===== config.mk =====
export PLATFORM = sky130hd
export DESIGN_NAME = murmur2_stream_hash_unit_flat
export DESIGN_NICKNAME = d
export VERILOG_FILES = /design/src/rtl/mm2_pkg.sv /design/src/rtl/mm2_if.sv /design/src/rtl/mm2_ctrl.sv /design/src/rtl/mm2_dp.sv /design/src/rtl/murmur2_stream_hash_unit.sv /design/src/flat_wrapper.sv
export SDC_FILE = /design/constraint.sdc
export NUM_CORES = 1
export LEC_CHECK = 0
export BUFFER_PORTS_ARGS = -buffer_cell sky130_fd_sc_hd__buf_2
export CAP_MARGIN = 0
export CORE_UTILIZATION = 35
export DETAILED_ROUTE_END_ITERATION = 16
export HOLD_SLACK_MARGIN = 0.02
export REMOVE_ABC_BUFFERS = 1
export SETUP_SLACK_MARGIN = 0.2
export SLEW_MARGIN = 20
export SYNTH_ARGS = -nofsm -noshare
export SYNTH_HDL_FRONTEND = slang
export SYNTH_HIERARCHICAL = 1
export SYNTH_SLANG_ARGS = --single-unit

===== constraint.sdc =====
create_clock -name i_clk -period 15.1 [get_ports i_clk]
set_clock_uncertainty 0.2 [all_clocks]
set_input_delay 2.265 -clock i_clk [delete_from_list [all_inputs] [get_ports i_clk]]
set_output_delay 2.265 -clock i_clk [all_outputs]
set_load 0.05 [all_outputs]

===== src/rtl/mm2_pkg.sv =====
// Package with the constants, command and status types shared by the MurmurHash2 unit.
package mm2_pkg;

    localparam logic [31:0] MixMul     = 32'h5bd1e995;
    localparam int          WordShift  = 24;
    localparam int          FinalShiftA = 13;
    localparam int          FinalShiftB = 15;
    localparam logic [31:0] SeedReset  = 32'd5381;

    typedef enum logic [2:0] {
        ST_IDLE,
        ST_K2,
        ST_H,
        ST_TAIL,
        ST_AVAL
    } t_state;

    typedef enum logic [2:0] {
        OP_NONE,
        OP_LOAD,
        OP_K2,
        OP_H,
        OP_TAIL,
        OP_AVAL
    } t_dp_op;

    typedef struct packed {
        t_dp_op op;
    } t_cmd;

    typedef struct packed {
        logic in_full;
        logic in_empty;
        logic in_last;
        logic item_last;
    } t_status;

endpackage


===== src/rtl/mm2_if.sv =====
// Handshake interfaces for the input word channel and the hash result channel.
interface mm2_in_if;
    logic        valid;
    logic        ready;
    logic [31:0] data_word;
    logic [2:0]  byte_count;
    logic        last_item;
    logic [31:0] message_length;

    modport source (output valid, data_word, byte_count, last_item, message_length,
                    input ready);
    modport sink   (input valid, data_word, byte_count, last_item, message_length,
                    output ready);
endinterface

interface mm2_out_if;
    logic        valid;
    logic        ready;
    logic [31:0] hash_value;
    logic        format_error;

    modport source (output valid, hash_value, format_error, input ready);
    modport sink   (input valid, hash_value, format_error, output ready);
endinterface


===== src/rtl/mm2_ctrl.sv =====
// Controller state machine that sequences the shared multiplier of the hash datapath.
module mm2_ctrl (
    input  logic            i_clk,
    input  logic            i_rst_n,
    input  logic            i_in_valid,
    output logic            o_in_ready,
    output logic            o_out_valid,
    input  logic            i_out_ready,
    output mm2_pkg::t_cmd   o_cmd,
    input  mm2_pkg::t_status i_status
);

    mm2_pkg::t_state r_state;
    mm2_pkg::t_state n_state;
    logic            r_out_valid;
    logic            n_out_valid;
    logic            out_set;
    logic            out_free;

    assign out_free    = !r_out_valid || i_out_ready;
    assign o_out_valid = r_out_valid;

    always_ff @(posedge i_clk) begin
        if (!i_rst_n) begin
            r_state     <= mm2_pkg::ST_IDLE;
            r_out_valid <= 1'b0;
        end else begin
            r_state     <= n_state;
            r_out_valid <= n_out_valid;
        end
    end

    always_comb begin
        n_state    = r_state;
        o_cmd.op   = mm2_pkg::OP_NONE;
        o_in_ready = 1'b0;
        out_set    = 1'b0;
        case (r_state)
            mm2_pkg::ST_IDLE: begin
                o_in_ready = 1'b1;
                if (i_in_valid) begin
                    o_cmd.op = mm2_pkg::OP_LOAD;
                    if (i_status.in_full) begin
                        n_state = mm2_pkg::ST_K2;
                    end else if (i_status.in_last) begin
                        // An empty tail goes straight to the final avalanche.
                        n_state = i_status.in_empty ? mm2_pkg::ST_AVAL : mm2_pkg::ST_TAIL;
                    end else begin
                        n_state = mm2_pkg::ST_IDLE;
                    end
                end
            end
            mm2_pkg::ST_K2: begin
                o_cmd.op = mm2_pkg::OP_K2;
                n_state  = mm2_pkg::ST_H;
            end
            mm2_pkg::ST_H: begin
                o_cmd.op = mm2_pkg::OP_H;
                n_state  = i_status.item_last ? mm2_pkg::ST_AVAL : mm2_pkg::ST_IDLE;
            end
            mm2_pkg::ST_TAIL: begin
                o_cmd.op = mm2_pkg::OP_TAIL;
                n_state  = mm2_pkg::ST_AVAL;
            end
            mm2_pkg::ST_AVAL: begin
                // The result waits here until the output register can take it.
                if (out_free) begin
                    o_cmd.op = mm2_pkg::OP_AVAL;
                    out_set  = 1'b1;
                    n_state  = mm2_pkg::ST_IDLE;
                end
            end
            default: begin
                n_state = mm2_pkg::ST_IDLE;
            end
        endcase
    end

    always_comb begin
        if (out_set) begin
            n_out_valid = 1'b1;
        end else if (i_out_ready) begin
            n_out_valid = 1'b0;
        end else begin
            n_out_valid = r_out_valid;
        end
    end

endmodule


===== src/rtl/mm2_dp.sv =====
// Datapath of the hash unit: seed register, running hash and one shared multiplier.
module mm2_dp (
    input  logic             i_clk,
    input  logic             i_rst_n,
    input  logic             i_cfg_we,
    input  logic [31:0]      i_cfg_wdata,
    input  logic [31:0]      i_data_word,
    input  logic [2:0]       i_byte_count,
    input  logic             i_last_item,
    input  logic [31:0]      i_message_length,
    input  mm2_pkg::t_cmd    i_cmd,
    output mm2_pkg::t_status o_status,
    output logic [31:0]      o_hash_value,
    output logic             o_format_error
);

    logic [31:0] r_seed;
    logic        r_inside;
    logic        r_err;
    logic [31:0] r_hash;
    logic [31:0] r_k;
    logic [31:0] r_word;
    logic [2:0]  r_count;
    logic        r_last;
    logic [31:0] r_out_hash;
    logic        r_out_err;

    logic [31:0] mul_a;
    logic [31:0] product;
    logic [31:0] tail_mask;
    logic        start;
    logic        short_early;

    assign start       = !r_inside;
    assign short_early = !i_byte_count[2] && !i_last_item;

    assign o_status.in_full   = i_byte_count[2];
    assign o_status.in_empty  = (i_byte_count == 3'd0);
    assign o_status.in_last   = i_last_item;
    assign o_status.item_last = r_last;

    assign o_hash_value   = r_out_hash;
    assign o_format_error = r_out_err;

    always_comb begin
        case (r_count)
            3'd1:    tail_mask = 32'h0000_00ff;
            3'd2:    tail_mask = 32'h0000_ffff;
            3'd3:    tail_mask = 32'h00ff_ffff;
            default: tail_mask = 32'h0000_0000;
        endcase
    end

    always_comb begin
        case (i_cmd.op)
            mm2_pkg::OP_LOAD: mul_a = i_data_word;
            mm2_pkg::OP_K2:   mul_a = r_k ^ (r_k >> mm2_pkg::WordShift);
            mm2_pkg::OP_H:    mul_a = r_hash;
            mm2_pkg::OP_TAIL: mul_a = r_hash ^ (r_word & tail_mask);
            mm2_pkg::OP_AVAL: mul_a = r_hash ^ (r_hash >> mm2_pkg::FinalShiftA);
            default:          mul_a = 32'd0;
        endcase
    end

    // Only the low half of the product is kept, as in 32-bit wrapping arithmetic.
    assign product = mul_a * mm2_pkg::MixMul;

    always_ff @(posedge i_clk) begin
        if (!i_rst_n) begin
            r_seed   <= mm2_pkg::SeedReset;
            r_inside <= 1'b0;
            r_err    <= 1'b0;
        end else begin
            if (i_cfg_we) begin
                r_seed <= i_cfg_wdata;
            end
            if (i_cmd.op == mm2_pkg::OP_LOAD) begin
                r_inside <= !i_last_item;
                r_err    <= (start ? 1'b0 : r_err) | short_early;
            end
        end
    end

    always_ff @(posedge i_clk) begin
        case (i_cmd.op)
            mm2_pkg::OP_LOAD: begin
                r_word  <= i_data_word;
                r_count <= i_byte_count;
                r_last  <= i_last_item;
                r_k     <= product;
                if (start) begin
                    r_hash <= r_seed ^ i_message_length;
                end
            end
            mm2_pkg::OP_K2: begin
                r_k <= product;
            end
            mm2_pkg::OP_H: begin
                r_hash <= product ^ r_k;
            end
            mm2_pkg::OP_TAIL: begin
                r_hash <= product;
            end
            mm2_pkg::OP_AVAL: begin
                r_out_hash <= product ^ (product >> mm2_pkg::FinalShiftB);
                r_out_err  <= r_err;
            end
            default: begin
            end
        endcase
    end

endmodule


===== src/rtl/murmur2_stream_hash_unit.sv =====
// Top level of the MurmurHash2 stream hash unit: controller and datapath joined.
//
//  channel     | direction | payload                                         | handshake
//  i_in_item   | in        | data_word, byte_count, last_item, message_length | valid/ready
//  o_out_res   | out       | hash_value, format_error                        | valid/ready
//  i_cfg_*     | in        | hash_seed write data                            | write enable
//
// A full word uses the single shared 32x32 multiplier in turn (k, then mixed k, then
// the running hash). A last item adds an avalanche step: after the hash step for a
// full word, after a tail mix for 1-3 bytes, straight after the load for an empty
// tail. A short word before the end is only loaded. Reset is synchronous and active
// low and restores the seed to 5381. A result held in the output register does not
// stop the next word being taken; only the avalanche step waits for it to drain.
module murmur2_stream_hash_unit (
    input  logic         i_clk,
    input  logic         i_rst_n,
    input  logic         i_cfg_we,
    input  logic [31:0]  i_cfg_wdata,
    mm2_in_if.sink       i_in_item,
    mm2_out_if.source    o_out_res
);

    mm2_pkg::t_cmd    cmd;
    mm2_pkg::t_status status;
    logic             in_ready;
    logic             out_valid;
    logic [31:0]      hash_value;
    logic             format_error;

    mm2_ctrl u_ctrl (
        .i_clk       (i_clk),
        .i_rst_n     (i_rst_n),
        .i_in_valid  (i_in_item.valid),
        .o_in_ready  (in_ready),
        .o_out_valid (out_valid),
        .i_out_ready (o_out_res.ready),
        .o_cmd       (cmd),
        .i_status    (status)
    );

    mm2_dp u_dp (
        .i_clk            (i_clk),
        .i_rst_n          (i_rst_n),
        .i_cfg_we         (i_cfg_we),
        .i_cfg_wdata      (i_cfg_wdata),
        .i_data_word      (i_in_item.data_word),
        .i_byte_count     (i_in_item.byte_count),
        .i_last_item      (i_in_item.last_item),
        .i_message_length (i_in_item.message_length),
        .i_cmd            (cmd),
        .o_status         (status),
        .o_hash_value     (hash_value),
        .o_format_error   (format_error)
    );

    assign i_in_item.ready        = in_ready;
    assign o_out_res.valid        = out_valid;
    assign o_out_res.hash_value   = hash_value;
    assign o_out_res.format_error = format_error;

endmodule


===== src/flat_wrapper.sv =====
// flat-port wrapper written by rule: the top's interface ports become plain ports
module murmur2_stream_hash_unit_flat 
  (i_clk, i_rst_n, i_cfg_we, i_cfg_wdata, i_in_item_valid, i_in_item_data_word, i_in_item_byte_count, i_in_item_last_item, i_in_item_message_length, i_in_item_ready, o_out_res_valid, o_out_res_hash_value, o_out_res_format_error, o_out_res_ready);
  mm2_in_if i_in_item_i ();
  mm2_out_if o_out_res_i ();
  input  logic i_clk;
  input  logic i_rst_n;
  input  logic i_cfg_we;
  input  logic [31:0] i_cfg_wdata;
  input wire logic [$bits(i_in_item_i.valid)-1:0] i_in_item_valid;
  input wire logic [$bits(i_in_item_i.data_word)-1:0] i_in_item_data_word;
  input wire logic [$bits(i_in_item_i.byte_count)-1:0] i_in_item_byte_count;
  input wire logic [$bits(i_in_item_i.last_item)-1:0] i_in_item_last_item;
  input wire logic [$bits(i_in_item_i.message_length)-1:0] i_in_item_message_length;
  output wire logic [$bits(i_in_item_i.ready)-1:0] i_in_item_ready;
  output wire logic [$bits(o_out_res_i.valid)-1:0] o_out_res_valid;
  output wire logic [$bits(o_out_res_i.hash_value)-1:0] o_out_res_hash_value;
  output wire logic [$bits(o_out_res_i.format_error)-1:0] o_out_res_format_error;
  input wire logic [$bits(o_out_res_i.ready)-1:0] o_out_res_ready;
  assign i_in_item_i.valid = i_in_item_valid;
  assign i_in_item_i.data_word = i_in_item_data_word;
  assign i_in_item_i.byte_count = i_in_item_byte_count;
  assign i_in_item_i.last_item = i_in_item_last_item;
  assign i_in_item_i.message_length = i_in_item_message_length;
  assign i_in_item_ready = i_in_item_i.ready;
  assign o_out_res_valid = o_out_res_i.valid;
  assign o_out_res_hash_value = o_out_res_i.hash_value;
  assign o_out_res_format_error = o_out_res_i.format_error;
  assign o_out_res_i.ready = o_out_res_ready;
  murmur2_stream_hash_unit u_core (.i_clk(i_clk), .i_rst_n(i_rst_n), .i_cfg_we(i_cfg_we), .i_cfg_wdata(i_cfg_wdata), .i_in_item(i_in_item_i), .o_out_res(o_out_res_i));
endmodule

==> results.json <==
{
  "drv_slew": 0,
  "clock_latency_ns": 0.45,
  "cp-end-kind": "flop",
  "rr_worst_depth": 35,
  "multiInputGateArea_mm2": 0.01094,
  "fmax_ghz": 0.07870,
  "nFillCells": 4728,
  "synth-edff-count": 125,
  "port_buffers": 139,
  "cpMostUsedCell": "inv_1",
  "grt_overflow": 0,
  "final_cell_mix": "360 x inv_1, 215 x ha_1, 178 x fa_1",
  "hold_end": "u_core/u_dp/o_format_error$_DFFE_PN_",
  "yosys.cell_types.count": 82,
  "worstSetupPathType": "input port to flop",
  "fin_tns_setup_ns": 0,
  "seq_area_mm2": 0.004514,
  "maxSlewHeadroom": 0.1664,
  "clockBufferDepth": 2,
  "fin_crit_sh": 0.8415,
  "whs_path_depth": 0,
  "wl_per_cell_um": 20.93,
  "ff2ff_setup_slack_ns": 3.88,
  "required_ns": 15.09,
  "track_usage": 0.2079,
  "syn_avg_cell_area_um2": 10.36,
  "nNetsFinal": 2274,
  "slowest_delay_ns": 0.67,
  "initial_core_util": 0.3555,
  "maxCapViolations": 0,
  "yosys.area.top_type": "edfxtp_1",
  "worst_slack_ns": 2.394,
  "min-delay-start": "u_core/u_dp/r_err$_SDFFE_PN0N_",
  "gp_congestion": 0.9073,
  "r2r-end": "u_core/u_dp/r_hash[26]$_DFFE_PP_",
  "cts_tree": "yes",
  "critical_path.max_fanout": 26,
  "post-place-ws_ns": 1.990,
  "grt_pass1_vias": 12871,
  "fin_crit_ns": 12.71,
  "layout_commonest_cell": "inv_1",
  "cts_made_buffers": 17,
  "place_hpwl_mm": 40.28,
  "cp-start-kind": "input port",
  "grt_pass1_wl_mm": 77.63,
  "drtIter0Drc": 1089,
  "ys_top_cells_by_area": "edfxtp_1 22%, fa_1 21%, ha_1 16%",
  "synthArstFlopShare": 0,
  "synthCells": 1642,
  "ys_seq_elements": 163,
  "core_mm2": 0.04785,
  "post-route-drc-count": 0,
  "yosysWarnings": 6,
  "setup_viol": 0,
  "drive_gt1_frac": 0.1263,
  "htreeDepth": 4,
  "place_area_mm2": 0.01849,
  "area_growth_pct": 12.34,
  "wirelength_mm": 50.32,
  "rows": 80,
  "cts_resized": 0,
  "grt_setup_unrepaired": "no",
  "status": "finished, final reports clean",
  "grt_max_degree": 52,
  "antenna_left": 0,
  "dieArea_mm2": 0.04948,
  "hold_buffers": 0,
  "antenna_found_initial": 0,
  "synth_area_mm2": 0.01701,
  "crit_arrival_ns": 12.70,
  "vias_per_cell": 5.243,
  "seq_area_frac_synth": 0.2654,
  "crit_path_top_delay_cell": "a221oi_1",
  "tightest_slew_ns": 1.241,
  "final_util": 0.3993,
  "drtPass1Iterations": 5,
  "post_cts_buffers": 0,
  "antenna_cells": 0,
  "synth_top_cell_area_share": 0.2207,
  "via_count": 12603,
  "fp.dieW_um": 222.4,
  "finalHoldViolCount": 0,
  "reg2reg_from": "u_core/u_ctrl/r_state[2]$_SDFFE_PN0P_",
  "num_io_pins": 140,
  "clk_pin_slew_ns": 0.06,
  "fin_area_mm2": 0.01911,
  "cts-root-buf": "clkbuf_16",
  "ys.flop_type": "edfxtp_1",
  "fp.dieH_um": 222.4,
  "hold_class": "flop to flop",
  "cts_sinks": 163
}
==> kinds of logic after synthesis <==
family                     Yosys count  synth area share
buffers and inverters              411           0.09380
AOI/OAI and AO/OA                  264            0.1109
DFF                                163            0.2654
and+or+nand+nor                    247           0.07239
muxes                               40           0.02376
adders and majority gates          393            0.3677
xor gates and xnor gates           124           0.06599
==> registers in the layout, indices dropped and copies added, names as in the netlist <==
register                    flops
u_core/u_ctrl/o_out_valid       1
u_core/u_dp/r_inside            1
u_core/u_dp/r_seed             32
u_core/u_dp/o_hash_value       32
u_core/u_dp/r_count             3
u_core/u_dp/r_word             24
u_core/u_ctrl/r_state           3
u_core/u_dp/r_err               1
u_core/u_dp/r_hash             32
u_core/u_dp/r_last              1
u_core/u_dp/r_k                32
u_core/u_dp/o_format_error      1
==> cell type report <==
| class | instances | area share |
|---|---|---|
| repair buffers | 164 | 0.04728 |
| clock inverters | 15 | 0.01002 |
| inverters | 362 | 0.07112 |
| clock buffers | 17 | 0.02227 |
| well taps | 615 | 0.04028 |
| multi-input cells | 1068 | 0.5728 |
| flip-flops and latches | 163 | 0.2363 |
==> stage by stage <==
| step | hold slack (ns) | cells |
|---|---|---|
| 3_5_place_dp | 0.2153 | 2372 |
| 4_1_cts | 0.2316 | 2404 |
| 2_1_floorplan | 0.2019 | 1593 |
| 5_1_grt | 0.2570 | 2404 |
| 6_report | 0.2299 | 2404 |
| 3_3_place_gp | 0.2155 | 2371 |
==> worst max-delay path, delay by kind of cell <==
family / cells / cell delay [ns]
multiplexers: 2 / 0.49
adder cells (fa/ha/maj): 9 / 3.95
buffers and inverters: 10 / 1.51
AO/OA/AOI/OAI: 6 / 1.93
XOR/XNOR: 1 / 0.64
AND/OR/NAND/NOR: 8 / 1.87
==> metal layers <==
metal	vias to the layer above	wire, um	part of all wire	global-route usage
li1	5743	-	-	-
met4	0	792	0.016	0.03804
met5	-	0	0	0
met3	43	3653	0.073	0.03042
met1	6316	22980	0.46	0.3002
met2	501	22890	0.45	0.3321
==> worst max-delay path by stage <==
stage                     depth (start not counted)             from                               end  slack (ns)
final                                            36  o_out_res_ready  u_core/u_dp/r_hash[26]$_DFFE_PP_        2.39
after CTS                                        36  o_out_res_ready  u_core/u_dp/r_hash[26]$_DFFE_PP_        2.42
after detailed placement                         36  o_out_res_ready  u_core/u_dp/r_hash[26]$_DFFE_PP_        1.99
after global placement                           36  o_out_res_ready  u_core/u_dp/r_hash[26]$_DFFE_PP_        2.18
after floorplan                                  32  o_out_res_ready  u_core/u_dp/r_hash[31]$_DFFE_PP_        2.10
after global routing                             37  o_out_res_ready  u_core/u_dp/r_hash[26]$_DFFE_PP_        1.85
==> synth_stat cells (all sizes together) (16+ instances only) <==
cell type / n
inv: 362
ha: 215
fa: 178
edfxtp: 125
nand2: 92
xnor2: 74
o21ai: 67
nor2: 52
xor2: 48
a21oi: 39
dfxtp: 38
mux2i: 37
nor2b: 34
clkbuf: 25
buf: 24
a221oi: 17
a21o: 16
Power is not shown: default switching activity piles up to over one toggle a cycle in this logic, so the estimate is an artifact.
